## src/qphs_pkg.sv

```systemverilog
// ============================================================================
// qphs_pkg
// Shared sizes, action codes, controller states and the command/status
// structs of the quadratic-probe hash set.
// ============================================================================
package qphs_pkg;

    localparam int TABLE_SLOTS = 11;
    localparam int SLOT_W      = $clog2(TABLE_SLOTS);
    localparam int CNT_W       = $clog2(TABLE_SLOTS + 1);

    localparam int KEY_W       = 31;
    localparam int ACT_W       = 2;

    // home slot is built from key digits, most significant first
    localparam int DIG_W       = 4;
    localparam int DIGITS      = (KEY_W + DIG_W - 1) / DIG_W;
    localparam int KEY_PAD     = DIGITS * DIG_W;
    localparam int DCNT_W      = (DIGITS > 1) ? $clog2(DIGITS) : 1;
    localparam int REM_W       = SLOT_W + DIG_W;

    localparam int OUT_SLOT_W  = 4;
    localparam int S_TDATA_W   = 32;
    localparam int M_TDATA_W   = 8;

    localparam logic [ACT_W-1:0] ACT_INSERT = 2'd0;
    localparam logic [ACT_W-1:0] ACT_SEARCH = 2'd1;
    localparam logic [ACT_W-1:0] ACT_CLEAR  = 2'd2;

    typedef enum logic [1:0] {
        ST_IDLE,
        ST_HOME,
        ST_PROBE,
        ST_DONE
    } t_state;

    typedef struct packed {
        logic key_load;
        logic mod_step;
        logic probe_start;
        logic probe_step;
        logic wr_en;
        logic clear_all;
        logic res_load;
        logic res_ok;
        logic res_use_pos;
    } t_dp_cmd;

    typedef struct packed {
        logic mod_last;
        logic chk_live;
        logic chk_vld;
        logic chk_match;
        logic probe_end;
    } t_dp_status;

endpackage

```

## src/qphs_datapath.sv

```systemverilog
// ============================================================================
// qphs_datapath
// Home-slot remainder unit, incremental quadratic probe generator, key store
// with registered read, valid bits and the result register.
// ============================================================================
module qphs_datapath (
    input  logic                              i_clk,
    input  logic                              i_rst_n,
    input  qphs_pkg::t_dp_cmd                 i_cmd,
    input  logic [qphs_pkg::KEY_W-1:0]        i_key,
    output qphs_pkg::t_dp_status              o_status,
    output logic                              o_res_success,
    output logic [qphs_pkg::OUT_SLOT_W-1:0]   o_res_slot
);

    localparam logic [qphs_pkg::REM_W-1:0]    T_REM = qphs_pkg::REM_W'(qphs_pkg::TABLE_SLOTS);
    localparam logic [qphs_pkg::SLOT_W:0]     T_SUM = (qphs_pkg::SLOT_W+1)'(qphs_pkg::TABLE_SLOTS);

    logic [qphs_pkg::KEY_W-1:0]   r_key;
    logic [qphs_pkg::KEY_PAD-1:0] r_shift;
    logic [qphs_pkg::DCNT_W-1:0]  r_dig;
    logic [qphs_pkg::SLOT_W-1:0]  r_rem;
    logic [qphs_pkg::SLOT_W-1:0]  n_rem;

    logic [qphs_pkg::SLOT_W-1:0]  r_pos;
    logic [qphs_pkg::SLOT_W-1:0]  n_pos;
    logic [qphs_pkg::SLOT_W-1:0]  r_inc;
    logic [qphs_pkg::SLOT_W-1:0]  n_inc;
    logic [qphs_pkg::CNT_W-1:0]   r_cnt;

    logic                         r_chk_live;
    logic                         r_chk_vld;
    logic [qphs_pkg::SLOT_W-1:0]  r_chk_pos;
    logic [qphs_pkg::KEY_W-1:0]   r_rd_key;

    logic [qphs_pkg::TABLE_SLOTS-1:0] r_valid;
    logic [qphs_pkg::KEY_W-1:0]   r_keys [qphs_pkg::TABLE_SLOTS];

    logic                         r_res_ok;
    logic [qphs_pkg::SLOT_W-1:0]  r_res_slot;
    logic [qphs_pkg::SLOT_W+qphs_pkg::OUT_SLOT_W-1:0] slot_ext;

    logic                         probe_end;
    logic                         issue;

    // rem = (rem * 16 + digit) mod T, by four conditional subtracts of T*8..T
    always_comb begin
        logic [qphs_pkg::REM_W-1:0] v;
        v = {r_rem, r_shift[qphs_pkg::KEY_PAD-1 -: qphs_pkg::DIG_W]};
        for (int k = qphs_pkg::DIG_W - 1; k >= 0; k--) begin
            if (v >= (T_REM << k)) begin
                v = v - (T_REM << k);
            end
        end
        n_rem = v[qphs_pkg::SLOT_W-1:0];
    end

    // pos(i+1) = pos(i) + (2i+1) mod T
    always_comb begin
        logic [qphs_pkg::SLOT_W:0] psum;
        logic [qphs_pkg::SLOT_W:0] isum;
        psum = {1'b0, r_pos} + {1'b0, r_inc};
        isum = {1'b0, r_inc} + (qphs_pkg::SLOT_W+1)'(2);
        if (psum >= T_SUM) begin
            psum = psum - T_SUM;
        end
        if (isum >= T_SUM) begin
            isum = isum - T_SUM;
        end
        n_pos = psum[qphs_pkg::SLOT_W-1:0];
        n_inc = isum[qphs_pkg::SLOT_W-1:0];
    end

    assign probe_end = (r_cnt == qphs_pkg::CNT_W'(qphs_pkg::TABLE_SLOTS));
    assign issue     = i_cmd.probe_step && !probe_end;

    always_ff @(posedge i_clk) begin
        if (i_cmd.key_load) begin
            r_key   <= i_key;
            r_shift <= qphs_pkg::KEY_PAD'(i_key);
            r_rem   <= '0;
            r_dig   <= '0;
        end else if (i_cmd.mod_step) begin
            r_rem   <= n_rem;
            r_shift <= r_shift << qphs_pkg::DIG_W;
            r_dig   <= r_dig + 1'b1;
        end
    end

    always_ff @(posedge i_clk) begin
        if (!i_rst_n) begin
            r_chk_live <= 1'b0;
        end else if (i_cmd.probe_start) begin
            r_chk_live <= 1'b0;
        end else if (i_cmd.probe_step) begin
            r_chk_live <= !probe_end;
        end
    end

    always_ff @(posedge i_clk) begin
        if (i_cmd.probe_start) begin
            r_pos <= n_rem;
            r_inc <= qphs_pkg::SLOT_W'(1);
            r_cnt <= '0;
        end else if (issue) begin
            r_chk_pos <= r_pos;
            r_chk_vld <= r_valid[r_pos];
            r_pos     <= n_pos;
            r_inc     <= n_inc;
            r_cnt     <= r_cnt + 1'b1;
        end
    end

    // key store: one write port, one registered read port
    always_ff @(posedge i_clk) begin
        if (i_cmd.wr_en) begin
            r_keys[r_chk_pos] <= r_key;
        end
    end

    always_ff @(posedge i_clk) begin
        if (issue) begin
            r_rd_key <= r_keys[r_pos];
        end
    end

    always_ff @(posedge i_clk) begin
        if (!i_rst_n) begin
            r_valid <= '0;
        end else if (i_cmd.clear_all) begin
            r_valid <= '0;
        end else if (i_cmd.wr_en) begin
            r_valid[r_chk_pos] <= 1'b1;
        end
    end

    always_ff @(posedge i_clk) begin
        if (i_cmd.res_load) begin
            r_res_ok   <= i_cmd.res_ok;
            r_res_slot <= i_cmd.res_use_pos ? r_chk_pos : '0;
        end
    end

    assign slot_ext      = {qphs_pkg::OUT_SLOT_W'(0), r_res_slot};
    assign o_res_slot    = slot_ext[qphs_pkg::OUT_SLOT_W-1:0];
    assign o_res_success = r_res_ok;

    always_comb begin
        o_status.mod_last  = (r_dig == qphs_pkg::DCNT_W'(qphs_pkg::DIGITS - 1));
        o_status.chk_live  = r_chk_live;
        o_status.chk_vld   = r_chk_vld;
        o_status.chk_match = (r_rd_key == r_key);
        o_status.probe_end = probe_end;
    end

endmodule

```

## src/qphs_ctrl.sv

```systemverilog
// ============================================================================
// qphs_ctrl
// Sequencer: takes one item, runs the home-slot digits and probe walk for
// insert/search, decides the outcome, hands the result to the output register.
// ============================================================================
module qphs_ctrl (
    input  logic                          i_clk,
    input  logic                          i_rst_n,
    input  logic                          i_s_tvalid,
    output logic                          o_s_tready,
    input  logic [qphs_pkg::ACT_W-1:0]    i_action,
    output logic                          o_m_tvalid,
    input  logic                          i_m_tready,
    input  qphs_pkg::t_dp_status          i_status,
    output qphs_pkg::t_dp_cmd             o_cmd
);

    qphs_pkg::t_state             r_state;
    qphs_pkg::t_state             n_state;
    logic [qphs_pkg::ACT_W-1:0]   r_act;
    logic                         r_ok;
    logic                         n_ok;
    logic                         r_use_pos;
    logic                         n_use_pos;
    logic                         r_out_valid;

    logic accept;
    logic out_free;
    logic fin;
    logic fin_ok;

    assign o_s_tready = (r_state == qphs_pkg::ST_IDLE);
    assign accept     = i_s_tvalid && o_s_tready;
    assign out_free   = !r_out_valid || i_m_tready;
    assign o_m_tvalid = r_out_valid;

    // outcome of the probe in the compare slot
    always_comb begin
        fin    = 1'b0;
        fin_ok = 1'b0;
        if (i_status.chk_live) begin
            if (!i_status.chk_vld) begin
                fin    = 1'b1;
                fin_ok = (r_act == qphs_pkg::ACT_INSERT);
            end else if (r_act == qphs_pkg::ACT_SEARCH && i_status.chk_match) begin
                fin    = 1'b1;
                fin_ok = 1'b1;
            end else if (i_status.probe_end) begin
                fin    = 1'b1;
            end
        end
    end

    // next state
    always_comb begin
        n_state   = r_state;
        n_ok      = r_ok;
        n_use_pos = r_use_pos;
        case (r_state)
            qphs_pkg::ST_IDLE: begin
                if (accept) begin
                    n_ok      = (i_action == qphs_pkg::ACT_CLEAR);
                    n_use_pos = 1'b0;
                    case (i_action)
                        qphs_pkg::ACT_INSERT: n_state = qphs_pkg::ST_HOME;
                        qphs_pkg::ACT_SEARCH: n_state = qphs_pkg::ST_HOME;
                        default:              n_state = qphs_pkg::ST_DONE;
                    endcase
                end
            end
            qphs_pkg::ST_HOME: begin
                if (i_status.mod_last) begin
                    n_state = qphs_pkg::ST_PROBE;
                end
            end
            qphs_pkg::ST_PROBE: begin
                if (fin) begin
                    n_state   = qphs_pkg::ST_DONE;
                    n_ok      = fin_ok;
                    n_use_pos = fin_ok;
                end
            end
            qphs_pkg::ST_DONE: begin
                if (out_free) begin
                    n_state = qphs_pkg::ST_IDLE;
                end
            end
            default: n_state = qphs_pkg::ST_IDLE;
        endcase
    end

    // datapath commands
    always_comb begin
        o_cmd             = '0;
        o_cmd.res_ok      = r_ok;
        o_cmd.res_use_pos = r_use_pos;
        case (r_state)
            qphs_pkg::ST_IDLE: begin
                o_cmd.key_load  = accept;
                o_cmd.clear_all = accept && (i_action == qphs_pkg::ACT_CLEAR);
            end
            qphs_pkg::ST_HOME: begin
                o_cmd.mod_step    = 1'b1;
                o_cmd.probe_start = i_status.mod_last;
            end
            qphs_pkg::ST_PROBE: begin
                o_cmd.probe_step = !fin;
                o_cmd.wr_en      = fin && fin_ok && (r_act == qphs_pkg::ACT_INSERT);
            end
            qphs_pkg::ST_DONE: begin
                o_cmd.res_load = out_free;
            end
            default: o_cmd = '0;
        endcase
    end

    always_ff @(posedge i_clk) begin
        if (!i_rst_n) begin
            r_state     <= qphs_pkg::ST_IDLE;
            r_out_valid <= 1'b0;
        end else begin
            r_state <= n_state;
            if (o_cmd.res_load) begin
                r_out_valid <= 1'b1;
            end else if (i_m_tready) begin
                r_out_valid <= 1'b0;
            end
        end
    end

    always_ff @(posedge i_clk) begin
        r_ok      <= n_ok;
        r_use_pos <= n_use_pos;
        if (accept) begin
            r_act <= i_action;
        end
    end

endmodule

```

## src/quadratic_probe_hash_set_core.sv

```systemverilog
// ============================================================================
// quadratic_probe_hash_set_core
// Open-addressing hash set with quadratic probing over a small key table.
// ============================================================================
// Usage:
//   Input beats on the s channel: tuser carries the action (insert, search,
//   clear), tdata the key. Each beat yields exactly one result beat on the m
//   channel: tuser is the success flag, tdata the slot written or found.
//   Items are handled one at a time; o_s_tready is high only while the
//   sequencer is idle, and it is idle again while a result still sits in the
//   output register waiting for i_m_tready.
//   Insert/search: the key is reduced to its home slot digit by digit (4 key
//   bits a cycle), then one probe per cycle goes through the key store's
//   single read port, with a final compare on the registered read.
//   Clear empties every valid bit as it is accepted; it and the unused action
//   code go straight to the done state and then to the output register.
//   Reset empties the table and drops any pending result. A stalled receiver
//   holds the result; the next item is accepted but its result waits.
// ============================================================================
module quadratic_probe_hash_set_core (
    input  logic                              i_clk,
    input  logic                              i_rst_n,
    input  logic                              i_s_tvalid,
    output logic                              o_s_tready,
    input  logic [qphs_pkg::S_TDATA_W-1:0]    i_s_tdata,  // [30:0] key, [31] zero
    input  logic [qphs_pkg::ACT_W-1:0]        i_s_tuser,  // [1:0] action
    output logic                              o_m_tvalid,
    input  logic                              i_m_tready,
    output logic [qphs_pkg::M_TDATA_W-1:0]    o_m_tdata,  // [3:0] slot, [7:4] zero
    output logic [0:0]                        o_m_tuser   // [0] success
);

    qphs_pkg::t_dp_cmd                    cmd;
    qphs_pkg::t_dp_status                 status;
    logic                                 res_success;
    logic [qphs_pkg::OUT_SLOT_W-1:0]      res_slot;

    qphs_ctrl u_ctrl (
        .i_clk      (i_clk),
        .i_rst_n    (i_rst_n),
        .i_s_tvalid (i_s_tvalid),
        .o_s_tready (o_s_tready),
        .i_action   (i_s_tuser),
        .o_m_tvalid (o_m_tvalid),
        .i_m_tready (i_m_tready),
        .i_status   (status),
        .o_cmd      (cmd)
    );

    qphs_datapath u_datapath (
        .i_clk         (i_clk),
        .i_rst_n       (i_rst_n),
        .i_cmd         (cmd),
        .i_key         (i_s_tdata[qphs_pkg::KEY_W-1:0]),
        .o_status      (status),
        .o_res_success (res_success),
        .o_res_slot    (res_slot)
    );

    assign o_m_tdata = qphs_pkg::M_TDATA_W'(res_slot);
    assign o_m_tuser = res_success;

endmodule

```

## config.mk

```make
export PLATFORM = sky130hd
export DESIGN_NAME = quadratic_probe_hash_set_core
export DESIGN_NICKNAME = d
export VERILOG_FILES = /design/src/qphs_pkg.sv /design/src/qphs_datapath.sv /design/src/qphs_ctrl.sv /design/src/quadratic_probe_hash_set_core.sv
export SDC_FILE = /design/constraint.sdc
export NUM_CORES = 1
export LEC_CHECK = 0
export ABC_AREA = 1
export BUFFER_PORTS_ARGS = -buffer_cell sky130_fd_sc_hd__buf_2
export CAP_MARGIN = 40
export CORE_AREA = 2 2 234 236
export DETAILED_ROUTE_END_ITERATION = 10
export DIE_AREA = 0 0 236 238
export MAX_ROUTING_LAYER = met4
export PLACE_DENSITY_LB_ADDON = 0.3
export SLEW_MARGIN = 20
export SYNTH_ARGS = -nofsm -noshare
export SYNTH_HDL_FRONTEND = slang
export SYNTH_HIERARCHICAL = 1
export SYNTH_SLANG_ARGS = --single-unit
```

## constraint.sdc

```tcl
create_clock -name i_clk -period 4.16 [get_ports i_clk]
set_input_delay 0.624 -clock i_clk [delete_from_list [all_inputs] [get_ports i_clk]]
set_output_delay 0.624 -clock i_clk [all_outputs]
set_load 0.005 [all_outputs]
```

# --- After elaboration in Yosys (flattened, before gate mapping) ---
# Memories as Yosys holds them, arrays and structs flattened. A register that Yosys moved wholly into a read port is not among the register bits.
# Index checks and enable logic that the tools add are counted.
word_totals:
  mem_bits_rw: 341
  n_memories: 1
  in_bits: 38
  wordCells: 120
  out_inout_bits: 11
  register_bits: 111
classes:
  n_addsub: 10
  n_bitwise: 3
  mux: 41
  magnitude_cmp: 9
  reduce_logical: 24
  n_eq_ne: 13
mem_list:
  columns: ["memory", "words", "width", "rd", "rd_ports_with_merged_regs", "wr", "line_no", "rtl"]
  rows:
  - ["u_datapath.r_keys", 11, 31, 1, 1, 1, "qphs_datapath.sv:37", "logic [qphs_pkg::KEY_W-1:0] r_keys [qphs_pkg::TABLE_SLOTS];"]
ops:
  columns: ["op", "count"]
  rows:
  - ["2-to-1 mux 31 bit", 2]
  - ["equality test 31 bit", 1]
  - ["2-to-1 mux 8 bit", 3]
  - ["2-to-1 mux 4 bit", 5]
  - ["2-to-1 mux 1 bit", 19]
  - ["2-to-1 mux 2 bit", 7]
  - ["subtractor 4 bit (second input constant)", 3]
  - ["OR 11 bit", 1]
  - [">= comparator 5 x 4 -> 1 bit (second input constant)", 2]
  - ["less-than comparator 4 x 5 -> 1 bit (second input constant)", 2]
  - [">= comparator 8 x 4 -> 1 bit (second input constant)", 1]
  - [">= comparator 8 x 5 -> 1 bit (second input constant)", 1]
  - [">= comparator 8 x 6 -> 1 bit (second input constant)", 1]
  - [">= comparator 8 x 7 -> 1 bit (second input constant)", 1]
  - ["one-hot mux 2 bit (4 select lines)", 1]
  - ["nonzero test 2 bit", 4]
  - ["subtractor 8 x 5 -> 8 bit (second input constant)", 1]
  - ["subtractor 8 x 6 -> 8 bit (second input constant)", 1]
  - ["subtractor 8 x 7 -> 8 bit (second input constant)", 1]
  - ["logical AND 1 bit", 7]
  - ["equality test 2 x 1 -> 1 bit (second input constant)", 3]
  - ["equality test 2 bit (second input constant)", 3]
  - ["zero test 2 bit", 3]
  - ["inequality test 2 x 1 -> 1 bit (second input constant)", 3]
  - ["other kinds (18)", 24]

# --- Logic depth before layout (Yosys ltp) ---
# Gate-level depths: netlist (run 1).
logic_depth:
  word_depth: 11
  mapped_depth: 30
  depth_no_buf: 30

# --- Modules after synthesis ---
# Netlist (run 1), hierarchy kept.
by_module_without_submodules:
  columns: ["module", "instances", "area_each_um2", "cells_each"]
  rows:
  - ["qphs_datapath", 1, 19200.9, 1514]
  - ["qphs_ctrl", 1, 490.5, 61]
  - ["quadratic_probe_hash_set_core", 1, 33.8, 5]

# --- Least setup slack after synthesis (run 1) ---
# OpenSTA, ideal clock, no wires.
synth_timing:
  kind: "reg-to-reg"
  start: "reg u_datapath/r_key[7] (netlist bit)"
  end: "mem u_datapath/r_keys[0][0] (netlist bit) (enable)"
  arrival_ps: 4102
  synth_period_minus_slack_ps: 4563
  stages_incl_launch_ff: 11
  path_buffers: 0
  path_slack_ps: -403
  path_cell_list: "edfxtp_1 -> xnor2_1 -> nand4_1 -> nor4_1 -> and3_1 -> nand3_2 -> a21oi_2 -> nand3_2 -> nor3_1 -> inv_1 -> nor3_1"
synth_lines:
  columns: ["item", "line_no", "rtl"]
  rows:
  - ["start: declaration", "qphs_datapath.sv:19", "logic [qphs_pkg::KEY_W-1:0] r_key;"]
  - ["start signal: assignment", "qphs_datapath.sv:79", "r_key <= i_key;"]
  - ["end: declaration", "qphs_datapath.sv:37", null]

==> impl_metrics.json, run 1 <==
{
  "ff2ff_setup_slack_ns": 0.44,
  "worstMarginPinSlew_ns": 0.748,
  "post_cts_buffers": 0,
  "crit_required_ns": 4.38,
  "grt-ovfl-total": 0,
  "core_um2": 53500,
  "ant_nets": 0,
  "path_max_fanout": 15,
  "powerDensity_nw_per_um2": 731,
  "finalSetupTns_ns": 0,
  "path_class": "reg -> reg",
  "ys.warnings.count": 6,
  "rr_startpoint": "u_datapath/r_key[15]",
  "synth-edff-count": 452,
  "critPathArrivalTime_ns": 3.95,
  "die_h_um": 238,
  "setup_viol": 0,
  "die_area_um2": 56200,
  "synthCells": 1580,
  "placed_cells": 2265,
  "post_cts_resized": 0,
  "path_clk_slew_ns": 0.06,
  "hold_buffers": 0,
  "worst_clock_skew_ns": 0.0231,
  "async_flop_share": 0,
  "cts_made_buffers": 47,
  "synth_seq_cells": 483,
  "crit_path_end_kind": "register",
  "synth.avg_cell_area_um2": 12.5,
  "finalCritPeriodShare": 0.895,
  "power_mw": 16.5,
  "gp_congestion": 0.793,
  "htreeDepth": 2,
  "initial_core_util": 0.369,
  "synth_ff_type": "edfxtp_1",
  "seq_area_frac_synth": 0.720,
  "ir_drop_mv": 0.765,
  "num-fill-cells": 4863,
  "track_usage": 0.166,
  "hp-class": "in -> reg",
  "cts_buffer_depth": 3,
  "wl_per_cell_um": 19.4,
  "leakage_nw": 7.88,
  "area_growth_pct": 14.6,
  "portBuffers": 43,
  "vias": 12200,
  "clock_latency_ns": 0.56,
  "first_pass_iters": 5,
  "yosysUniqueCellTypes": 45,
  "antenna_found_initial": 0,
  "drv_slew": 0,
  "r2r-end": "u_datapath/r_keys[8][15]",
  "dp_hpwl_um": 24700,
  "finalHoldViolations": 0,
  "critPathLaunchType": "register",
  "maxCapViolations": 0,
  "grt_pass1_wl_um": 69900,
  "nets": 1681,
  "numClockSinks": 483,
  "ioPinCount": 49,
  "cts-root-buf": "clkbuf_16",
  "via_per_inst": 5.19,
  "fmax_mhz": 269,
  "grt_pass1_vias": 12100,
  "r2r_cells": 13,
  "fin_cells": 2356,
  "drive_gt1_frac": 0.124,
  "route.detailed.drc": 0,
  "wl_um": 45700,
  "layout_min_cycle_time_ns": 3.72,
  "slew_headroom": 0.501,
  "status": "complete, no violations",
  "rows": 85,
  "hold_path_end": "u_datapath/r_key[16]",
  "cts_tree": "built",
  "grt_max_degree": 162,
  "rsz0062_at_grt": "false",
  "die_w_um": 236,
  "holdPathStages": 1,
  "drtIter0Drc": 955,
  "syn_area_um2": 19700,
  "hold_start": "i_s_tdata[16]"
}
-- layout make-up --
cell class / count / area (um^2) / area share
Multi-Input combinational cell: 931 / 4940 / 0.219
Antenna cell: 1 / 2.50 / 0.000111
Timing Repair Buffer: 75 / 674 / 0.0298
Sequential cell: 483 / 14200 / 0.628
Clock buffer: 58 / 1270 / 0.0561
Inverter: 84 / 319 / 0.0141
Tap cell: 696 / 871 / 0.0385
Clock inverter: 28 / 330 / 0.0146
-- per-stage QoR --
stage | instance area (um^2) | utilization | hold slack, ns | setup WS [ns]
3_5_place_dp | 20900 | 0.391 | 0.415 | 0.355
2_1_floorplan | 19700 | - | 0.422 | -0.403
4_1_cts | 22500 | 0.421 | 0.225 | 0.315
6_report | 22600 | 0.422 | 0.250 | 0.437
5_1_grt | 22600 | 0.422 | 0.221 | 0.0723
3_3_place_gp | 20900 | 0.391 | 0.405 | 0.415
-- cell usage in the layout (no fill, tap or decap), drive strengths merged, types with 7 or more instances in the layout --
cell type    n
a21oi       19
buf         75
bufinv       7
clkbuf      58
clkinv      20
dfxtp       31
edfxtp     452
ha          20
inv         83
nand2      253
nand3       67
nand4        8
nor2       185
nor3        13
o211ai      32
o21ai      204
o221ai      29
o22ai       37
xnor2       28
xor2         9
-- flip-flops by register name (all words and copies together) (netlist names) --
signal                    count
u_ctrl/o_m_tvalid             1
u_ctrl/r_act                  2
u_ctrl/r_ok                   1
u_ctrl/r_state                2
u_ctrl/r_use_pos              1
u_datapath/o_res_slot         4
u_datapath/o_res_success      1
u_datapath/r_chk_live         1
u_datapath/r_chk_pos          4
u_datapath/r_chk_vld          1
u_datapath/r_cnt              4
u_datapath/r_dig              3
u_datapath/r_inc              4
u_datapath/r_key             31
u_datapath/r_keys           341
u_datapath/r_pos              4
u_datapath/r_rd_key          31
u_datapath/r_rem              4
u_datapath/r_shift           32
u_datapath/r_valid           11
-- where the power goes --
| group | internal, mW | switching (mW) |
|---|---|---|
| registers | 6.23 | 0.437 |
| clock network | 2.60 | 1.78 |
| logic | 1.81 | 3.67 |
-- routing by layer --
| layer | share of wire | vias to the layer above | wire [um] | track usage |
|---|---|---|---|---|
| li1 | - | 5767 | - | - |
| met1 | 0.43 | 6030 | 19500 | 0.208 |
| met2 | 0.50 | 337 | 22800 | 0.285 |
| met3 | 0.050 | 89 | 2300 | 0.0184 |
| met4 | 0.025 | 0 | 1150 | 0.0529 |
| met5 | 0 | - | 0 | - |
-- logic make-up (layout without fill, tap and decap cells) --
group                      after synthesis  count (layout)  synth area share
xor gates and xnor gates                37              37            0.0164
AOI/OAI and AO/OA                      330             330            0.0984
muxes                                    2               2           0.00108
and+or+nand+nor                        537             537             0.117
buffers and inverters                  169             245            0.0339
DFF                                    483             483             0.720
adders and majority gates               21              21            0.0137
other                                    1               5          0.000190
-- critical path: stages, from the launching register on --
cell	delay, ns
edfxtp_1	0.56
xnor2_1	0.29
nand4_1	0.17
nor4_1	0.38
buf_4	0.20
and3_1	0.29
nand3_2	0.13
a21oi_2	0.15
nand3_2	0.09
nor3_1	0.18
buf_4	0.16
inv_1	0.12
nor3_2	0.31
buf_4	0.34
-- synth_stat cells, types with 3 or more instances --
cell type / n / area [um^2]
xor2_1: 9 / 78.8
o21ai_0: 199 / 996
inv_1: 75 / 282
ha_1: 20 / 250
nand3_1: 60 / 300
buf_4: 9 / 67.6
nand2_4: 7 / 78.8
inv_2: 8 / 30.0
a32oi_1: 3 / 26.3
dfxtp_1: 31 / 621
o221ai_1: 29 / 254
nand4_1: 8 / 50.1
nor3_1: 13 / 65.1
nand2_1: 234 / 878
a21oi_1: 16 / 80.1
o21ai_1: 5 / 25.0
nor2_1: 183 / 687
o211ai_1: 32 / 240
o22ai_1: 37 / 231
clkbuf_1: 70 / 263
nand3_2: 6 / 60.1
buf_1: 5 / 18.8
nand2_2: 12 / 75.1
edfxtp_1: 452 / 13600
xnor2_1: 28 / 245
or2_2: 6 / 37.5
-- how the worst max path moves through the flow --
stage                         start                        to  slack (ns)  depth (start not counted)
2_1_floorplan   u_datapath/r_key[7]   u_datapath/r_keys[0][0]       -0.40                         10
4_1_cts        u_datapath/r_key[15]  u_datapath/r_keys[8][15]        0.32                         13
5_1_grt        u_datapath/r_key[15]  u_datapath/r_keys[8][15]        0.07                         13
3_3_place_gp   u_datapath/r_key[15]  u_datapath/r_keys[8][28]        0.41                         13
6_report       u_datapath/r_key[15]  u_datapath/r_keys[8][15]        0.44                         13
3_5_place_dp   u_datapath/r_key[15]  u_datapath/r_keys[8][24]        0.35                         13
No activity file was read; power rests on OpenSTA's default activity.
==> run 2, diff against run 1 <==
--- a/config.mk
+++ b/config.mk
@@ -5,12 +5,11 @@
 export SDC_FILE = /design/constraint.sdc
 export NUM_CORES = 1
 export LEC_CHECK = 0
-export ABC_AREA = 1
 export BUFFER_PORTS_ARGS = -buffer_cell sky130_fd_sc_hd__buf_2
 export CAP_MARGIN = 40
-export CORE_AREA = 2 2 234 236
+export CORE_AREA = 2 2 235 237
 export DETAILED_ROUTE_END_ITERATION = 10
-export DIE_AREA = 0 0 236 238
+export DIE_AREA = 0 0 237 239
 export MAX_ROUTING_LAYER = met4
 export PLACE_DENSITY_LB_ADDON = 0.3
 export SLEW_MARGIN = 20
==> run 2 against run 1 <==
Compared with the run above: area after synthesis is 0.22% higher; largest cell class unchanged; worst hold slack worse by 0.015 ns; worst setup slack worse by 0.14 ns; critical path depth is 3 higher; register-to-register slack worse by 0.14 ns; highest routed layer unchanged; maximum frequency is 3.5% lower.
==> impl_metrics.json, run 2 <==
{
  "wl_per_cell_um": 22.7,
  "reg_top3": "u_datapath/r_keys: 341 flops, u_datapath/r_shift: 32 flops",
  "finalCritPeriodShare": 0.928,
  "syn_area_um2": 19800,
  "htreeDepth": 2,
  "largest_register_ffs": 341,
  "drive_gt1_frac": 0.326,
  "final_common_cell": "edfxtp_1",
  "async_flop_share": 0,
  "portBuffers": 43,
  "hp-class": "in -> reg",
  "hold_buffers": 0,
  "track_usage": 0.157,
  "die_area_um2": 56600,
  "synth.avg_cell_area_um2": 19.3,
  "layout_min_cycle_time_ns": 3.86,
  "die_h_um": 239,
  "path_class": "reg -> reg",
  "fmax_mhz": 259,
  "vias": 9778,
  "cts_tree": "built",
  "slew_headroom": 0.485,
  "initial_core_util": 0.364,
  "route.detailed.drc": 0,
  "worst_clock_skew_ns": 0.0194,
  "powerDensity_nw_per_um2": 720,
  "clock_latency_ns": 0.58,
  "setup_viol": 0,
  "synth_ff_type": "edfxtp_1",
  "status": "complete, no violations",
  "via_per_inst": 5.21,
  "maxCapViolations": 0,
  "die_w_um": 237,
  "numClockSinks": 483,
  "crit_path_end_kind": "register",
  "ir_drop_mv": 0.781,
  "finalHoldViolations": 0,
  "leakage_nw": 7.55,
  "grt-ovfl-total": 0,
  "path_max_fanout": 9,
  "grt_max_degree": 99,
  "first_pass_iters": 5,
  "seq_area_frac_synth": 0.718,
  "cts_buffer_depth": 3,
  "grt_pass1_wl_um": 63900,
  "gp_congestion": 0.746,
  "synth_area_leader_cell": "edfxtp_1",
  "yosysUniqueCellTypes": 84,
  "post_cts_resized": 0,
  "fin_cells": 1877,
  "core_um2": 54300,
  "layout_common_cells": "452 x edfxtp_1, 95 x mux4_2, 60 x mux2_2",
  "hold_start": "i_s_tuser[0]",
  "worstMarginPinSlew_ns": 0.772,
  "ant_nets": 0,
  "placed_cells": 1782,
  "cts-root-buf": "clkbuf_16",
  "synth_seq_cells": 483,
  "critPathLaunch": "u_datapath/r_rem[3]",
  "rr_startpoint": "u_datapath/r_rem[3]",
  "synth.top_cell.area_share": 0.687,
  "drv_slew": 0,
  "critPathArrivalTime_ns": 4.18,
  "synth-edff-count": 452,
  "synthCells": 1022,
  "fin_ws_ns": 0.301,
  "num-fill-cells": 4676,
  "pre_cts_slack_ns": 0.159,
  "dp_hpwl_um": 24700,
  "largest-register": "u_datapath/r_keys",
  "rsz0062_at_grt": "false",
  "nets": 1189,
  "area_growth_pct": 16.5,
  "grt_pass1_vias": 10200,
  "antenna_found_initial": 3,
  "crit_required_ns": 4.48,
  "synth_common_cells": "452 x edfxtp_1, 95 x mux4_2, 60 x mux2_2",
  "rows": 86,
  "critPathLaunchType": "register",
  "ioPinCount": 49,
  "synth.area.top_cells": "edfxtp_1 69%, mux4_2 11%, mux2_2 3.4%, dfxtp_1 3.1%, ha_1 1.3%",
  "path_clk_slew_ns": 0.06,
  "utilization": 0.424,
  "yosysMostFrequentCell": "edfxtp_1",
  "drtIter0Drc": 825,
  "holdWs_ns": 0.235,
  "post_cts_buffers": 0,
  "cts_made_buffers": 50,
  "wl_um": 42600,
  "ys.warnings.count": 6
}
==> run 2: cell count changes in the layout (fill, tap and decap cells not counted), sizes merged, moves of 14 or more <==
cell,before,now
nand2,253,23
mux2,1,60
mux4,0,95
buf,75,101
xor2,9,23
o221ai,29,3
o22ai,37,1
and2,0,18
o211ai,32,4
o21ai,204,22
nor2,185,30
nand3,67,7
inv,83,22
==> run 2: cells by family after synthesis <==
group / after synthesis / share of synthesized area
compound gates: 113 / 0.0503
xor+xnor: 41 / 0.0182
fa+ha+maj: 21 / 0.0137
buf+inv: 69 / 0.0162
flops: 483 / 0.718
mux: 159 / 0.144
other cells: 1 / 0.000190
simple gates: 135 / 0.0391
==> run 2: final cells by class <==
type	count	area [um^2]	area share
inverters	21	80.1	0.00348
well taps	704	881	0.0382
clock inverters	24	164	0.00712
diodes	2	5.00	0.000217
repair buffers	101	908	0.0394
multi-input cells	473	5370	0.233
flip-flops and latches	483	14200	0.616
clock buffers	69	1430	0.0619
==> run 2: worst paths after layout <==
check                        endpoint  slack, ns  depth (start not counted)
max reg2reg       u_datapath/r_pos[0]       0.30                         16
max               u_datapath/r_pos[0]       0.30                         16
min reg2reg  u_datapath/o_res_success       0.42                          0
min                   u_ctrl/r_act[0]       0.24                          1
==> run 2: worst max-delay path, stage by stage (launching register included) <==
cell and delay [ns]:
dfxtp_2 0.43, and2b_1 0.24, o2bb2ai_4 0.18, ha_2 0.23, inv_1 0.10, a31oi_4 0.10, or3_4 0.36, and2_4 0.17
a221o_1 0.33, a41oi_2 0.19, inv_1 0.06, ha_1 0.20, o21ai_0 0.21, nor3_2 0.08, o32ai_4 0.38, and2_4 0.24
o221ai_1 0.10
==> run 2: metal layers <==
layer	track usage	vias to the layer above	routed length, um
met1	0.204	5135	18700
met2	0.258	221	21200
met4	0.0387	0	692
li1	-	4369	-
met3	0.0290	53	2050
met5	-	-	0
==> run 2: power by group <==
group          total [mW]  leakage, nW  internal, mW  switching, mW
clock network        4.33        0.783          2.52           1.81
registers            6.65         4.37          6.20          0.452
logic                5.61         2.39          2.69           2.92
==> run 2: stage by stage <==
| step | power (mW) | cell area, um^2 | setup TNS (ns) |
|---|---|---|---|
| CTS | 16.8 | 23000 | 0 |
| detailed placement | 12.4 | 21400 | 0 |
| global placement | 12.3 | 21400 | 0 |
| floorplan | 10.8 | 19800 | -3.00 |
| global route | 17.5 | 23000 | 0 |
| finish | 16.6 | 23000 | 0 |
